$ cat src/design/smx_pkg.sv
// Package for the SUBLEQ macro expander: widths, opcodes, register indexes,
// control word format, the microcode table and the dispatch table.
// No dependencies; every other design file refers to it by scoped names.
`default_nettype none

package smx_pkg;

  // Word and field widths.
  localparam int WORD_BITS     = 32;
  localparam int ADDR_BITS     = 31;
  localparam int ACTION_BITS   = 4;
  localparam int ARGC_BITS     = 2;
  localparam int CFG_IDX_BITS  = 2;
  localparam int CFG_DATA_BITS = 32;
  localparam int UPC_BITS      = 5;

  // Program counter step per advancing control word.
  localparam logic [WORD_BITS-1:0] PC_STEP = WORD_BITS'(3);

  // Configuration register indexes.
  localparam logic [CFG_IDX_BITS-1:0] CFG_ZERO_ADDR  = CFG_IDX_BITS'(0);
  localparam logic [CFG_IDX_BITS-1:0] CFG_START_ADDR = CFG_IDX_BITS'(1);

  // Macro opcodes.
  typedef enum logic [ACTION_BITS-1:0] {
    ACT_NOP    = 4'd0,
    ACT_SUBLEQ = 4'd1,
    ACT_SUB    = 4'd2,
    ACT_ADD    = 4'd3,
    ACT_JMP    = 4'd4,
    ACT_MOV    = 4'd5,
    ACT_BEQ    = 4'd6,
    ACT_NOT    = 4'd7,
    ACT_HALT   = 4'd8,
    ACT_DATA   = 4'd9
  } action_e;

  // Word source selects of the datapath.
  typedef enum logic [3:0] {
    SRC_ZERO,
    SRC_Z,
    SRC_A,
    SRC_B,
    SRC_C,
    SRC_PC,
    SRC_PC3,
    SRC_PC6,
    SRC_ONES
  } src_e;

  // Sequencer states.
  typedef enum logic {
    SEQ_IDLE,
    SEQ_RUN
  } seq_state_e;

  // One control word of the microprogram.
  typedef struct packed {
    logic adv;   // advance the program counter by three
    logic emit;  // load a triple into the result register
    logic done;  // last step of this macro
    logic bad;   // result flags an illegal argument count
    src_e sel_a;
    src_e sel_b;
    src_e sel_c;
  } ctrl_t;

  // Command from the sequencer to the datapath.
  typedef struct packed {
    logic  capture;  // latch the operands of a new macro
    logic  exec;     // the current control word takes effect
    ctrl_t ctrl;
  } seq_cmd_t;

  // Microprogram entry points.
  localparam logic [UPC_BITS-1:0] UA_NOP     = 5'd0;
  localparam logic [UPC_BITS-1:0] UA_SUB     = 5'd1;
  localparam logic [UPC_BITS-1:0] UA_MOV     = 5'd2;
  localparam logic [UPC_BITS-1:0] UA_ADD     = 5'd3;
  localparam logic [UPC_BITS-1:0] UA_BEQ     = 5'd6;
  localparam logic [UPC_BITS-1:0] UA_JMP     = 5'd10;
  localparam logic [UPC_BITS-1:0] UA_NOT     = 5'd11;
  localparam logic [UPC_BITS-1:0] UA_HALT    = 5'd12;
  localparam logic [UPC_BITS-1:0] UA_DATA0   = 5'd13;
  localparam logic [UPC_BITS-1:0] UA_DATA1   = 5'd14;
  localparam logic [UPC_BITS-1:0] UA_DATA2   = 5'd15;
  localparam logic [UPC_BITS-1:0] UA_DATA3   = 5'd16;
  localparam logic [UPC_BITS-1:0] UA_BAD     = 5'd17;
  localparam logic [UPC_BITS-1:0] UA_UNKNOWN = 5'd18;

  // Build one control word.
  function automatic ctrl_t cw(input logic adv, input logic emit, input logic done,
                               input logic bad, input src_e sa, input src_e sb,
                               input src_e sc);
    ctrl_t w;
    w.adv   = adv;
    w.emit  = emit;
    w.done  = done;
    w.bad   = bad;
    w.sel_a = sa;
    w.sel_b = sb;
    w.sel_c = sc;
    return w;
  endfunction

  // Microcode table. Move runs into the add sequence, and a three-operand
  // subleq shares the full data word.
  function automatic ctrl_t ucode_rom(input logic [UPC_BITS-1:0] upc);
    ctrl_t w;
    w = cw(1'b0, 1'b0, 1'b1, 1'b0, SRC_ZERO, SRC_ZERO, SRC_ZERO);
    case (upc)
      UA_NOP:   w = cw(1'b1, 1'b1, 1'b1, 1'b0, SRC_Z, SRC_Z, SRC_PC);
      UA_SUB:   w = cw(1'b1, 1'b1, 1'b1, 1'b0, SRC_A, SRC_B, SRC_PC);
      UA_MOV:   w = cw(1'b1, 1'b1, 1'b0, 1'b0, SRC_B, SRC_B, SRC_PC);
      UA_ADD:   w = cw(1'b1, 1'b1, 1'b0, 1'b0, SRC_A, SRC_Z, SRC_PC);
      5'd4:     w = cw(1'b1, 1'b1, 1'b0, 1'b0, SRC_Z, SRC_B, SRC_PC);
      5'd5:     w = cw(1'b1, 1'b1, 1'b1, 1'b0, SRC_Z, SRC_Z, SRC_PC);
      UA_BEQ:   w = cw(1'b1, 1'b1, 1'b0, 1'b0, SRC_A, SRC_Z, SRC_PC3);
      5'd7:     w = cw(1'b1, 1'b1, 1'b0, 1'b0, SRC_Z, SRC_Z, SRC_PC6);
      5'd8:     w = cw(1'b1, 1'b1, 1'b0, 1'b0, SRC_Z, SRC_Z, SRC_PC);
      5'd9:     w = cw(1'b1, 1'b1, 1'b1, 1'b0, SRC_Z, SRC_A, SRC_B);
      UA_JMP:   w = cw(1'b1, 1'b1, 1'b1, 1'b0, SRC_Z, SRC_Z, SRC_A);
      UA_NOT:   w = cw(1'b1, 1'b0, 1'b1, 1'b0, SRC_ZERO, SRC_ZERO, SRC_ZERO);
      UA_HALT:  w = cw(1'b1, 1'b1, 1'b1, 1'b0, SRC_ONES, SRC_ONES, SRC_ONES);
      UA_DATA0: w = cw(1'b1, 1'b1, 1'b1, 1'b0, SRC_ZERO, SRC_ZERO, SRC_ZERO);
      UA_DATA1: w = cw(1'b1, 1'b1, 1'b1, 1'b0, SRC_A, SRC_ZERO, SRC_ZERO);
      UA_DATA2: w = cw(1'b1, 1'b1, 1'b1, 1'b0, SRC_A, SRC_B, SRC_ZERO);
      UA_DATA3: w = cw(1'b1, 1'b1, 1'b1, 1'b0, SRC_A, SRC_B, SRC_C);
      UA_BAD:   w = cw(1'b0, 1'b1, 1'b1, 1'b1, SRC_ZERO, SRC_ZERO, SRC_ZERO);
      default:  w = cw(1'b0, 1'b0, 1'b1, 1'b0, SRC_ZERO, SRC_ZERO, SRC_ZERO);
    endcase
    return w;
  endfunction

  // Dispatch: the jump target for an opcode and its argument count.
  function automatic logic [UPC_BITS-1:0] dispatch(input logic [ACTION_BITS-1:0] act,
                                                   input logic [ARGC_BITS-1:0] argc);
    logic [UPC_BITS-1:0] t;
    t = UA_UNKNOWN;
    case (act)
      ACT_NOP:    t = (argc == 2'd0) ? UA_NOP : UA_BAD;
      ACT_SUBLEQ: t = (argc == 2'd2) ? UA_SUB : ((argc == 2'd3) ? UA_DATA3 : UA_BAD);
      ACT_SUB:    t = (argc == 2'd2) ? UA_SUB : UA_BAD;
      ACT_ADD:    t = (argc == 2'd2) ? UA_ADD : UA_BAD;
      ACT_JMP:    t = (argc == 2'd1) ? UA_JMP : UA_BAD;
      ACT_MOV:    t = (argc == 2'd2) ? UA_MOV : UA_BAD;
      ACT_BEQ:    t = (argc == 2'd2) ? UA_BEQ : UA_BAD;
      ACT_NOT:    t = (argc == 2'd1) ? UA_NOT : UA_BAD;
      ACT_HALT:   t = UA_HALT;
      ACT_DATA: begin
        case (argc)
          2'd0:    t = UA_DATA0;
          2'd1:    t = UA_DATA1;
          2'd2:    t = UA_DATA2;
          default: t = UA_DATA3;
        endcase
      end
      default:    t = UA_UNKNOWN;
    endcase
    return t;
  endfunction

endpackage

`default_nettype wire

$ cat src/design/smx_if.sv
// Channel interfaces of the SUBLEQ macro expander: macro input, triple
// result and configuration write. Depends on smx_pkg for widths.
`default_nettype none

interface smx_in_if;
  logic                                 valid;
  logic                                 ready;
  logic [smx_pkg::ACTION_BITS-1:0]      action;
  logic [smx_pkg::ARGC_BITS-1:0]        arg_count;
  logic signed [smx_pkg::WORD_BITS-1:0] operand_a;
  logic signed [smx_pkg::WORD_BITS-1:0] operand_b;
  logic signed [smx_pkg::WORD_BITS-1:0] operand_c;

  modport source (output valid, action, arg_count, operand_a, operand_b, operand_c,
                  input ready);
  modport sink (input valid, action, arg_count, operand_a, operand_b, operand_c,
                output ready);
endinterface

interface smx_out_if;
  logic                                 valid;
  logic                                 ready;
  logic signed [smx_pkg::WORD_BITS-1:0] word_a;
  logic signed [smx_pkg::WORD_BITS-1:0] word_b;
  logic signed [smx_pkg::WORD_BITS-1:0] word_c;
  logic                                 last;
  logic                                 bad_args;

  modport source (output valid, word_a, word_b, word_c, last, bad_args, input ready);
  modport sink (input valid, word_a, word_b, word_c, last, bad_args, output ready);
endinterface

interface smx_cfg_if;
  logic                               valid;
  logic                               ready;
  logic [smx_pkg::CFG_IDX_BITS-1:0]   index;
  logic [smx_pkg::CFG_DATA_BITS-1:0]  data;

  modport source (output valid, index, data, input ready);
  modport sink (input valid, index, data, output ready);
endinterface

`default_nettype wire

$ cat src/design/smx_sequencer.sv
// Microcode sequencer: step counter, control word table and dispatch jump.
// Depends on smx_pkg for the control word format and the tables.
`default_nettype none

module smx_sequencer (
  input  wire logic                            clk_i,
  input  wire logic                            rst_ni,
  input  wire logic                            in_valid_i,
  output logic                                 in_ready_o,
  input  wire logic [smx_pkg::ACTION_BITS-1:0] action_i,
  input  wire logic [smx_pkg::ARGC_BITS-1:0]   arg_count_i,
  input  wire logic                            out_free_i,
  output smx_pkg::seq_cmd_t                    cmd_o
);

  smx_pkg::seq_state_e          state_q, state_d;
  logic [smx_pkg::UPC_BITS-1:0] upc_q, upc_d;
  smx_pkg::ctrl_t               ctrl;
  logic                         exec;

  // Current control word.
  assign ctrl = smx_pkg::ucode_rom(upc_q);

  // State and step counter registers.
  always_ff @(posedge clk_i or negedge rst_ni) begin
    if (!rst_ni) begin
      state_q <= smx_pkg::SEQ_IDLE;
      upc_q   <= '0;
    end else begin
      state_q <= state_d;
      upc_q   <= upc_d;
    end
  end

  // Next state: dispatch on a new macro, step on, or return to idle. A step
  // that emits waits until the result register can take the triple.
  always_comb begin
    state_d    = state_q;
    upc_d      = upc_q;
    exec       = 1'b0;
    in_ready_o = 1'b0;
    case (state_q)
      smx_pkg::SEQ_IDLE: begin
        in_ready_o = 1'b1;
        if (in_valid_i) begin
          state_d = smx_pkg::SEQ_RUN;
          upc_d   = smx_pkg::dispatch(action_i, arg_count_i);
        end
      end
      smx_pkg::SEQ_RUN: begin
        exec = !ctrl.emit || out_free_i;
        if (exec) begin
          if (ctrl.done) begin
            state_d = smx_pkg::SEQ_IDLE;
          end else begin
            upc_d = upc_q + smx_pkg::UPC_BITS'(1);
          end
        end
      end
      default: begin
        state_d = smx_pkg::SEQ_IDLE;
      end
    endcase
  end

  assign cmd_o.capture = in_ready_o && in_valid_i;
  assign cmd_o.exec    = exec;
  assign cmd_o.ctrl    = ctrl;

endmodule

`default_nettype wire

$ cat src/design/smx_datapath.sv
// Datapath: configuration registers, program counter, operand latches, word
// selection and the result register. Depends on smx_pkg.
`default_nettype none

module smx_datapath (
  input  wire logic                                   clk_i,
  input  wire logic                                   rst_ni,
  input  wire smx_pkg::seq_cmd_t                      cmd_i,
  output logic                                        out_free_o,
  input  wire logic signed [smx_pkg::WORD_BITS-1:0]   operand_a_i,
  input  wire logic signed [smx_pkg::WORD_BITS-1:0]   operand_b_i,
  input  wire logic signed [smx_pkg::WORD_BITS-1:0]   operand_c_i,
  input  wire logic                                   cfg_valid_i,
  input  wire logic [smx_pkg::CFG_IDX_BITS-1:0]       cfg_index_i,
  input  wire logic [smx_pkg::CFG_DATA_BITS-1:0]      cfg_data_i,
  output logic                                        out_valid_o,
  input  wire logic                                   out_ready_i,
  output logic signed [smx_pkg::WORD_BITS-1:0]        word_a_o,
  output logic signed [smx_pkg::WORD_BITS-1:0]        word_b_o,
  output logic signed [smx_pkg::WORD_BITS-1:0]        word_c_o,
  output logic                                        last_o,
  output logic                                        bad_args_o
);

  localparam int W = smx_pkg::WORD_BITS;
  localparam int A = smx_pkg::ADDR_BITS;

  logic [A-1:0] zero_q;
  logic [W-1:0] pc_q;
  logic [W-1:0] pc_d;
  logic [W-1:0] pc3, pc6;
  logic [W-1:0] z_word;
  logic [W-1:0] op_a_q, op_b_q, op_c_q;
  logic         out_valid_q;
  logic [W-1:0] word_a_q, word_b_q, word_c_q;
  logic         last_q, bad_q;
  logic         load_out;

  // Counter after this step's advance, and the forward branch targets.
  assign pc_d   = cmd_i.ctrl.adv ? (pc_q + smx_pkg::PC_STEP) : pc_q;
  assign pc3    = pc_d + smx_pkg::PC_STEP;
  assign pc6    = pc3 + smx_pkg::PC_STEP;
  assign z_word = W'(zero_q);

  // Word source select.
  function automatic logic [W-1:0] pick(input smx_pkg::src_e sel,
                                        input logic [W-1:0] z, input logic [W-1:0] a,
                                        input logic [W-1:0] b, input logic [W-1:0] c,
                                        input logic [W-1:0] p, input logic [W-1:0] p3,
                                        input logic [W-1:0] p6);
    logic [W-1:0] r;
    case (sel)
      smx_pkg::SRC_Z:    r = z;
      smx_pkg::SRC_A:    r = a;
      smx_pkg::SRC_B:    r = b;
      smx_pkg::SRC_C:    r = c;
      smx_pkg::SRC_PC:   r = p;
      smx_pkg::SRC_PC3:  r = p3;
      smx_pkg::SRC_PC6:  r = p6;
      smx_pkg::SRC_ONES: r = '1;
      default:           r = '0;
    endcase
    return r;
  endfunction

  // Configuration registers and the program counter. A start address write
  // also reloads the counter; user must only write when idle; not checked.
  always_ff @(posedge clk_i or negedge rst_ni) begin
    if (!rst_ni) begin
      zero_q <= '0;
      pc_q   <= '0;
    end else if (cfg_valid_i) begin
      case (cfg_index_i)
        smx_pkg::CFG_ZERO_ADDR:  zero_q <= cfg_data_i[A-1:0];
        smx_pkg::CFG_START_ADDR: pc_q   <= W'(cfg_data_i[A-1:0]);
        default: ;
      endcase
    end else if (cmd_i.exec) begin
      pc_q <= pc_d;
    end
  end

  // Operand latches, loaded when a macro is taken.
  always_ff @(posedge clk_i) begin
    if (cmd_i.capture) begin
      op_a_q <= operand_a_i;
      op_b_q <= operand_b_i;
      op_c_q <= operand_c_i;
    end
  end

  // Result register: it frees up when the consumer takes the triple.
  assign out_free_o = !out_valid_q || out_ready_i;
  assign load_out   = cmd_i.exec && cmd_i.ctrl.emit;

  always_ff @(posedge clk_i or negedge rst_ni) begin
    if (!rst_ni) begin
      out_valid_q <= 1'b0;
    end else if (load_out) begin
      out_valid_q <= 1'b1;
    end else if (out_ready_i) begin
      out_valid_q <= 1'b0;
    end
  end

  always_ff @(posedge clk_i) begin
    if (load_out) begin
      word_a_q <= pick(cmd_i.ctrl.sel_a, z_word, op_a_q, op_b_q, op_c_q, pc_d, pc3, pc6);
      word_b_q <= pick(cmd_i.ctrl.sel_b, z_word, op_a_q, op_b_q, op_c_q, pc_d, pc3, pc6);
      word_c_q <= pick(cmd_i.ctrl.sel_c, z_word, op_a_q, op_b_q, op_c_q, pc_d, pc3, pc6);
      last_q   <= cmd_i.ctrl.done;
      bad_q    <= cmd_i.ctrl.bad;
    end
  end

  assign out_valid_o = out_valid_q;
  assign word_a_o    = word_a_q;
  assign word_b_o    = word_b_q;
  assign word_c_o    = word_c_q;
  assign last_o      = last_q;
  assign bad_args_o  = bad_q;

endmodule

`default_nettype wire

$ cat src/design/subleq_macro_expander_top.sv
// Top level of the SUBLEQ macro expander: joins the microcode sequencer and
// the datapath to the channels. Depends on smx_pkg, smx_if, smx_sequencer, smx_datapath.
`default_nettype none

// Each accepted macro-instruction is expanded into zero to four SUBLEQ
// triples by a short microprogram, one control word per clock cycle while
// no emitting step waits. A transaction is accepted and dispatched, then
// runs its microprogram steps: nop, subleq, sub, jmp, halt, data and an
// illegal argument count emit one triple, not and an unknown opcode emit
// none, add emits three and mov and beq four. The next transaction is
// accepted once the last step has run. Steps that emit a triple wait while
// the result register is full and not being taken. Configuration writes
// are accepted in every cycle and must only be issued while the block is
// idle; writing the start address also loads the program counter.
module subleq_macro_expander_top (
  input  wire logic clk_i,
  input  wire logic rst_ni,
  smx_in_if.sink    item_i,
  smx_out_if.source result_o,
  smx_cfg_if.sink   cfg_i
);

  smx_pkg::seq_cmd_t cmd;
  logic              out_free;

  // Control: step counter and microcode table.
  smx_sequencer u_seq (
    .clk_i       (clk_i),
    .rst_ni      (rst_ni),
    .in_valid_i  (item_i.valid),
    .in_ready_o  (item_i.ready),
    .action_i    (item_i.action),
    .arg_count_i (item_i.arg_count),
    .out_free_i  (out_free),
    .cmd_o       (cmd)
  );

  // Data: registers, word selection and the result register.
  smx_datapath u_dp (
    .clk_i       (clk_i),
    .rst_ni      (rst_ni),
    .cmd_i       (cmd),
    .out_free_o  (out_free),
    .operand_a_i (item_i.operand_a),
    .operand_b_i (item_i.operand_b),
    .operand_c_i (item_i.operand_c),
    .cfg_valid_i (cfg_i.valid),
    .cfg_index_i (cfg_i.index),
    .cfg_data_i  (cfg_i.data),
    .out_valid_o (result_o.valid),
    .out_ready_i (result_o.ready),
    .word_a_o    (result_o.word_a),
    .word_b_o    (result_o.word_b),
    .word_c_o    (result_o.word_c),
    .last_o      (result_o.last),
    .bad_args_o  (result_o.bad_args)
  );

  // Configuration writes never stall.
  assign cfg_i.ready = 1'b1;

endmodule

`default_nettype wire
$ cat src/flat_wrapper.sv
// flat-port wrapper written by rule: the top's interface ports become plain ports
module subleq_macro_expander_top_flat 
  (clk_i, rst_ni, item_i_valid, item_i_action, item_i_arg_count, item_i_operand_a, item_i_operand_b, item_i_operand_c, item_i_ready, result_o_valid, result_o_word_a, result_o_word_b, result_o_word_c, result_o_last, result_o_bad_args, result_o_ready, cfg_i_valid, cfg_i_index, cfg_i_data, cfg_i_ready);
  smx_in_if item_i_i ();
  smx_out_if result_o_i ();
  smx_cfg_if cfg_i_i ();
  input  wire logic clk_i;
  input  wire logic rst_ni;
  input wire logic [$bits(item_i_i.valid)-1:0] item_i_valid;
  input wire logic [$bits(item_i_i.action)-1:0] item_i_action;
  input wire logic [$bits(item_i_i.arg_count)-1:0] item_i_arg_count;
  input wire logic [$bits(item_i_i.operand_a)-1:0] item_i_operand_a;
  input wire logic [$bits(item_i_i.operand_b)-1:0] item_i_operand_b;
  input wire logic [$bits(item_i_i.operand_c)-1:0] item_i_operand_c;
  output wire logic [$bits(item_i_i.ready)-1:0] item_i_ready;
  output wire logic [$bits(result_o_i.valid)-1:0] result_o_valid;
  output wire logic [$bits(result_o_i.word_a)-1:0] result_o_word_a;
  output wire logic [$bits(result_o_i.word_b)-1:0] result_o_word_b;
  output wire logic [$bits(result_o_i.word_c)-1:0] result_o_word_c;
  output wire logic [$bits(result_o_i.last)-1:0] result_o_last;
  output wire logic [$bits(result_o_i.bad_args)-1:0] result_o_bad_args;
  input wire logic [$bits(result_o_i.ready)-1:0] result_o_ready;
  input wire logic [$bits(cfg_i_i.valid)-1:0] cfg_i_valid;
  input wire logic [$bits(cfg_i_i.index)-1:0] cfg_i_index;
  input wire logic [$bits(cfg_i_i.data)-1:0] cfg_i_data;
  output wire logic [$bits(cfg_i_i.ready)-1:0] cfg_i_ready;
  assign item_i_i.valid = item_i_valid;
  assign item_i_i.action = item_i_action;
  assign item_i_i.arg_count = item_i_arg_count;
  assign item_i_i.operand_a = item_i_operand_a;
  assign item_i_i.operand_b = item_i_operand_b;
  assign item_i_i.operand_c = item_i_operand_c;
  assign item_i_ready = item_i_i.ready;
  assign result_o_valid = result_o_i.valid;
  assign result_o_word_a = result_o_i.word_a;
  assign result_o_word_b = result_o_i.word_b;
  assign result_o_word_c = result_o_i.word_c;
  assign result_o_last = result_o_i.last;
  assign result_o_bad_args = result_o_i.bad_args;
  assign result_o_i.ready = result_o_ready;
  assign cfg_i_i.valid = cfg_i_valid;
  assign cfg_i_i.index = cfg_i_index;
  assign cfg_i_i.data = cfg_i_data;
  assign cfg_i_ready = cfg_i_i.ready;
  subleq_macro_expander_top u_core (.clk_i(clk_i), .rst_ni(rst_ni), .item_i(item_i_i), .result_o(result_o_i), .cfg_i(cfg_i_i));
endmodule
$ cat config.mk
export PLATFORM = sky130hd
export DESIGN_NAME = subleq_macro_expander_top_flat
export DESIGN_NICKNAME = d
export VERILOG_FILES = /design/src/design/smx_pkg.sv /design/src/design/smx_if.sv /design/src/design/smx_sequencer.sv /design/src/design/smx_datapath.sv /design/src/design/subleq_macro_expander_top.sv /design/src/flat_wrapper.sv
export SDC_FILE = /design/constraint.sdc
export NUM_CORES = 1
export LEC_CHECK = 0
export CAP_MARGIN = 0
export CORE_MARGIN = 2
export CORE_UTILIZATION = 40
export CTS_BUF_LIST = sky130_fd_sc_hd__clkbuf_2
export CTS_CLUSTER_DIAMETER = 40
export DETAILED_ROUTE_END_ITERATION = 6
export DONT_BUFFER_PORTS = 1
export PLACE_DENSITY_LB_ADDON = 0.15
export SLEW_MARGIN = 40
export SYNTH_ARGS = -nofsm -noshare
export SYNTH_HDL_FRONTEND = slang
export SYNTH_SLANG_ARGS = --single-unit
$ cat constraint.sdc
create_clock -name clk_i -period 8.8 [get_ports clk_i]
set_clock_uncertainty 0.05 [all_clocks]
set_input_delay 0 -clock clk_i [delete_from_list [all_inputs] [get_ports clk_i]]
set_output_delay 0 -clock clk_i [all_outputs]
set_load 0.02 [all_outputs]
==> impl_metrics.py <==
metrics = {
    "run_status": {
        "status": "completed",
    },
    "critical_path": {
        "cpMaxStageDelayCell": "a2111oi_2",
        "path_depth": 18,
        "path_max_fanout": 12,
        "cp_data_required_time_ns": 9.49,
        "startpoint": "u_core.u_seq.upc_q[1]$_DFFE_PN0P_",
        "r2r_cells": 18,
        "cp.arrival_ns": 7.22,
        "worstSetupStartpointType": "flip-flop",
        "slowest_delay_ns": 0.61,
        "worstReg2RegEnd": "u_core.u_dp.word_c_o[28]$_DFFE_PP_",
        "r2r_start": "u_core.u_seq.upc_q[1]$_DFFE_PN0P_",
        "endpoint_kind": "flip-flop",
        "crit_buf_inv": 2,
        "crit_type": "reg2reg",
        "crit_chain": "inv_1, ha_1, or3b_4, nand2_1, o21ai_0, inv_1, ha_1, a222oi_1, a2111o_1, nor2_1, a311oi_2, o31ai_1, a2111oi_2, nand4b_1, a2111oi_4, nand3_1, xnor2_1, o221ai_1",
        "r2r_slack_ns": 2.27,
        "cpLargestDelayFamily": "compound AO/OA/AOI/OAI gates",
    },
    "clock_network": {
        "clkSlewWorstSetupHoldPaths_ns": 0.12,
        "clk_path_buf_depth": 3,
        "root_buffer": "clkbuf_2",
        "htreeDepth": 3,
        "clock_latency_ns": 0.98,
        "cts_buffers": 74,
        "clkSinkCount": 264,
        "cts_tree": "yes",
        "ctsResizeCount": 0,
    },
    "grt": {
        "grt_overflow": 0,
        "grt_start_max_net_pins": 71,
        "grt_pass1_vias": 14300,
        "track_usage_pct": 28.6,
        "antenna_found_initial": 3,
        "grt_pass1_wl_mm": 87.8,
    },
    "die": {
        "initial_utilization_pct": 40.8,
        "core-area_mm2": 0.0378,
        "die_h_um": 200,
        "dieArea_mm2": 0.0402,
        "ios": 242,
        "rows": 71,
        "die_w_um": 200,
    },
    "finish": {
        "area_delta_synth_final_pct": 28.6,
        "drive_above_1_share_pct": 12.8,
        "most-common-layout-cells": "320 x dlygate4sd3_1, 194 x edfxtp_1, 128 x a21oi_1",
        "utilization_pct": 52.4,
        "fin_nets": 1941,
        "layout_commonest_cell": "dlygate4sd3_1",
    },
    "yosys": {
        "yosys_warnings": 0,
        "ys_seq_area_share_pct": 49.1,
        "synth-seq-cells": 264,
        "synthCells": 1471,
        "synth_edf_count": 194,
        "synth_fa_ha_area_share_pct": 1.30,
        "muxShareOfSynthArea_pct": 9.42,
        "synth.avg_cell_area_um2": 10.5,
        "synth_nets": 1628,
        "netlist_area_mm2": 0.0154,
        "synth_compound_area_share_pct": 18.7,
        "synth-simple-area-share_pct": 13.0,
        "async_reset_ff_share_pct": 26.5,
        "synthXorXnorAreaFrac_pct": 4.76,
        "post_synth_num_cell_types": 94,
        "synth_top_family_by_area": "compound AO/OA/AOI/OAI gates",
        "ys.flop_type": "edfxtp_1",
    },
    "placed_design": {
        "routabilityCongestion": 0.943,
        "dp_hpwl_mm": 36.9,
        "port_buffers": 0,
    },
    "sta": {
        "maxSlewHeadroom_pct": 42.8,
        "fmax_mhz": 153,
        "grt_setup_unrepaired": "false",
        "fin_crit_ns": 6.53,
        "drv_slew": 0,
        "setup_tns_ns": 0,
        "fin_crit_sh_pct": 74.2,
        "worst_pin_slew_ns": 0.855,
        "final_hold_viol_count": 0,
        "setup_viol": 0,
    },
    "routing": {
        "via_per_inst": 5.89,
        "dr.pass1.iters": 6,
        "ant_nets": 0,
        "post_drt_wl_per_cell_um": 24.6,
        "drt_wl_total_mm": 58.0,
        "vias": 13900,
        "drt_iter0_markers": 1069,
        "drc": 0,
    },
    "worst_hold_path": {
        "min_to": "u_core.u_dp.pc_q[18]$_DFFE_PN0P_",
        "hp-start": "cfg_i_valid",
        "hold_class": "in2reg",
        "hold_depth": 5,
    },
    "pwr": {
        "peakVddDrop_mv": 0.277,
        "leakage_nw": 7.22,
        "power_density_mw_per_mm2": 373,
    },
    "run": {
        "max-cap-violations": 0,
    },
}
==> area by class of cell <==
class                      count  area (um2)
fill                        3435       18000
sequential                   264        7580
multi-input combinational   1065        7380
timing repair buffer         345        3460
tap                          511         639
clock buffer                 111         556
inverter                      34         130
clock inverter                22        97.6
antenna                        3        7.51
==> worst max-delay path by stage <==
| stage | end |
|---|---|
| floorplan | u_core.u_dp.bad_args_o$_SDFFCE_PP0P_ |
| global placement | u_core.u_dp.word_c_o[30]$_DFFE_PP_ |
| detailed placement | u_core.u_dp.word_c_o[30]$_DFFE_PP_ |
| CTS | u_core.u_dp.word_c_o[30]$_DFFE_PP_ |
| global route | u_core.u_dp.word_c_o[28]$_DFFE_PP_ |
| finish | u_core.u_dp.word_c_o[28]$_DFFE_PP_ |
==> cells by family after synthesis <==
group           after synthesis
compound gates              442
simple gates                383
flops                       264
buf+inv                     142
mux                         140
xor+xnor                     83
fa+ha+maj                    16
other cells                   1
==> what timing repair did <==
item,4_1_cts,5_1_grt
hold buffers,324,0
hold endpoints to repair,276,0
buffers inserted,0,0
==> report_power, final <==
part	internal [mW]	switching, mW
combinational	1.36	2.35
clock	0.338	0.566
sequential	2.03	0.748
==> synth_stat cells, types with 14 or more instances <==
cell type	instances	area, um2
o221ai_1	15	131
inv_1	31	116
dfrtp_1	70	1750
and2_1	14	87.6
a21oi_1	128	641
o22ai_1	34	213
o211ai_1	40	300
ha_1	16	200
xnor2_1	54	473
a221oi_1	18	158
mux2i_1	107	1070
clkbuf_1	88	330
edfxtp_1	194	5830
nor3_1	30	150
xor2_1	28	245
o21ai_0	110	551
nor2_1	82	308
nor4_1	15	93.8
nand3_1	36	180
mux2_2	32	360
nand2_1	106	398
==> sequential cells by signal, summed over array words and instances (netlist names) <==
signal                   count
u_core.u_dp.op_a_q          32
u_core.u_dp.op_b_q          32
u_core.u_dp.op_c_q          32
u_core.u_dp.pc_q            32
u_core.u_dp.word_a_o        32
u_core.u_dp.word_b_o        32
u_core.u_dp.word_c_o        32
u_core.u_dp.zero_q          31
u_core.u_seq.upc_q           5
u_core.u_dp.bad_args_o       1
u_core.u_dp.last_o           1
u_core.u_dp.out_valid_o      1
u_core.u_seq.state_q         1
==> per-stage QoR <==
step	area [um2]	hold slack (ns)	std cells	setup slack [ns]	total power [mW]
3_5_place_dp	15900	-0.341	1895	2.42	6.20
3_3_place_gp	15800	-0.342	1893	2.56	6.16
5_1_grt	19800	0.0180	2355	1.65	7.82
2_1_floorplan	15400	-0.346	1471	2.60	5.12
6_report	19800	0.0706	2355	2.27	7.39
4_1_cts	19800	0.0133	2352	2.43	7.33
==> worst reg2reg max path: stages, from the launching register on <==
cell and delay (ns):
dfrtp_1 0.53, inv_1 0.19, ha_1 0.33, or3b_4 0.40, nand2_1 0.26, o21ai_0 0.57, inv_1 0.19, ha_1 0.31
a222oi_1 0.32, a2111o_1 0.42, nor2_1 0.19, a311oi_2 0.32, o31ai_1 0.20, a2111oi_2 0.61, nand4b_1 0.43, a2111oi_4 0.49
nand3_1 0.16, xnor2_1 0.22, o221ai_1 0.16
==> metal layers <==
metal / wire length, um / share of wire, % / GRT usage (%) / vias to the layer above
met5: 13 / 0.022 / 0 / -
met4: 2040 / 3.5 / 11.0 / 2
met3: 4080 / 7.0 / 5.71 / 133
met2: 29000 / 50 / 49.9 / 673
met1: 22900 / 39 / 34.8 / 6813
li1: - / - / - / 6255
Power figures use the tool's default switching activity.
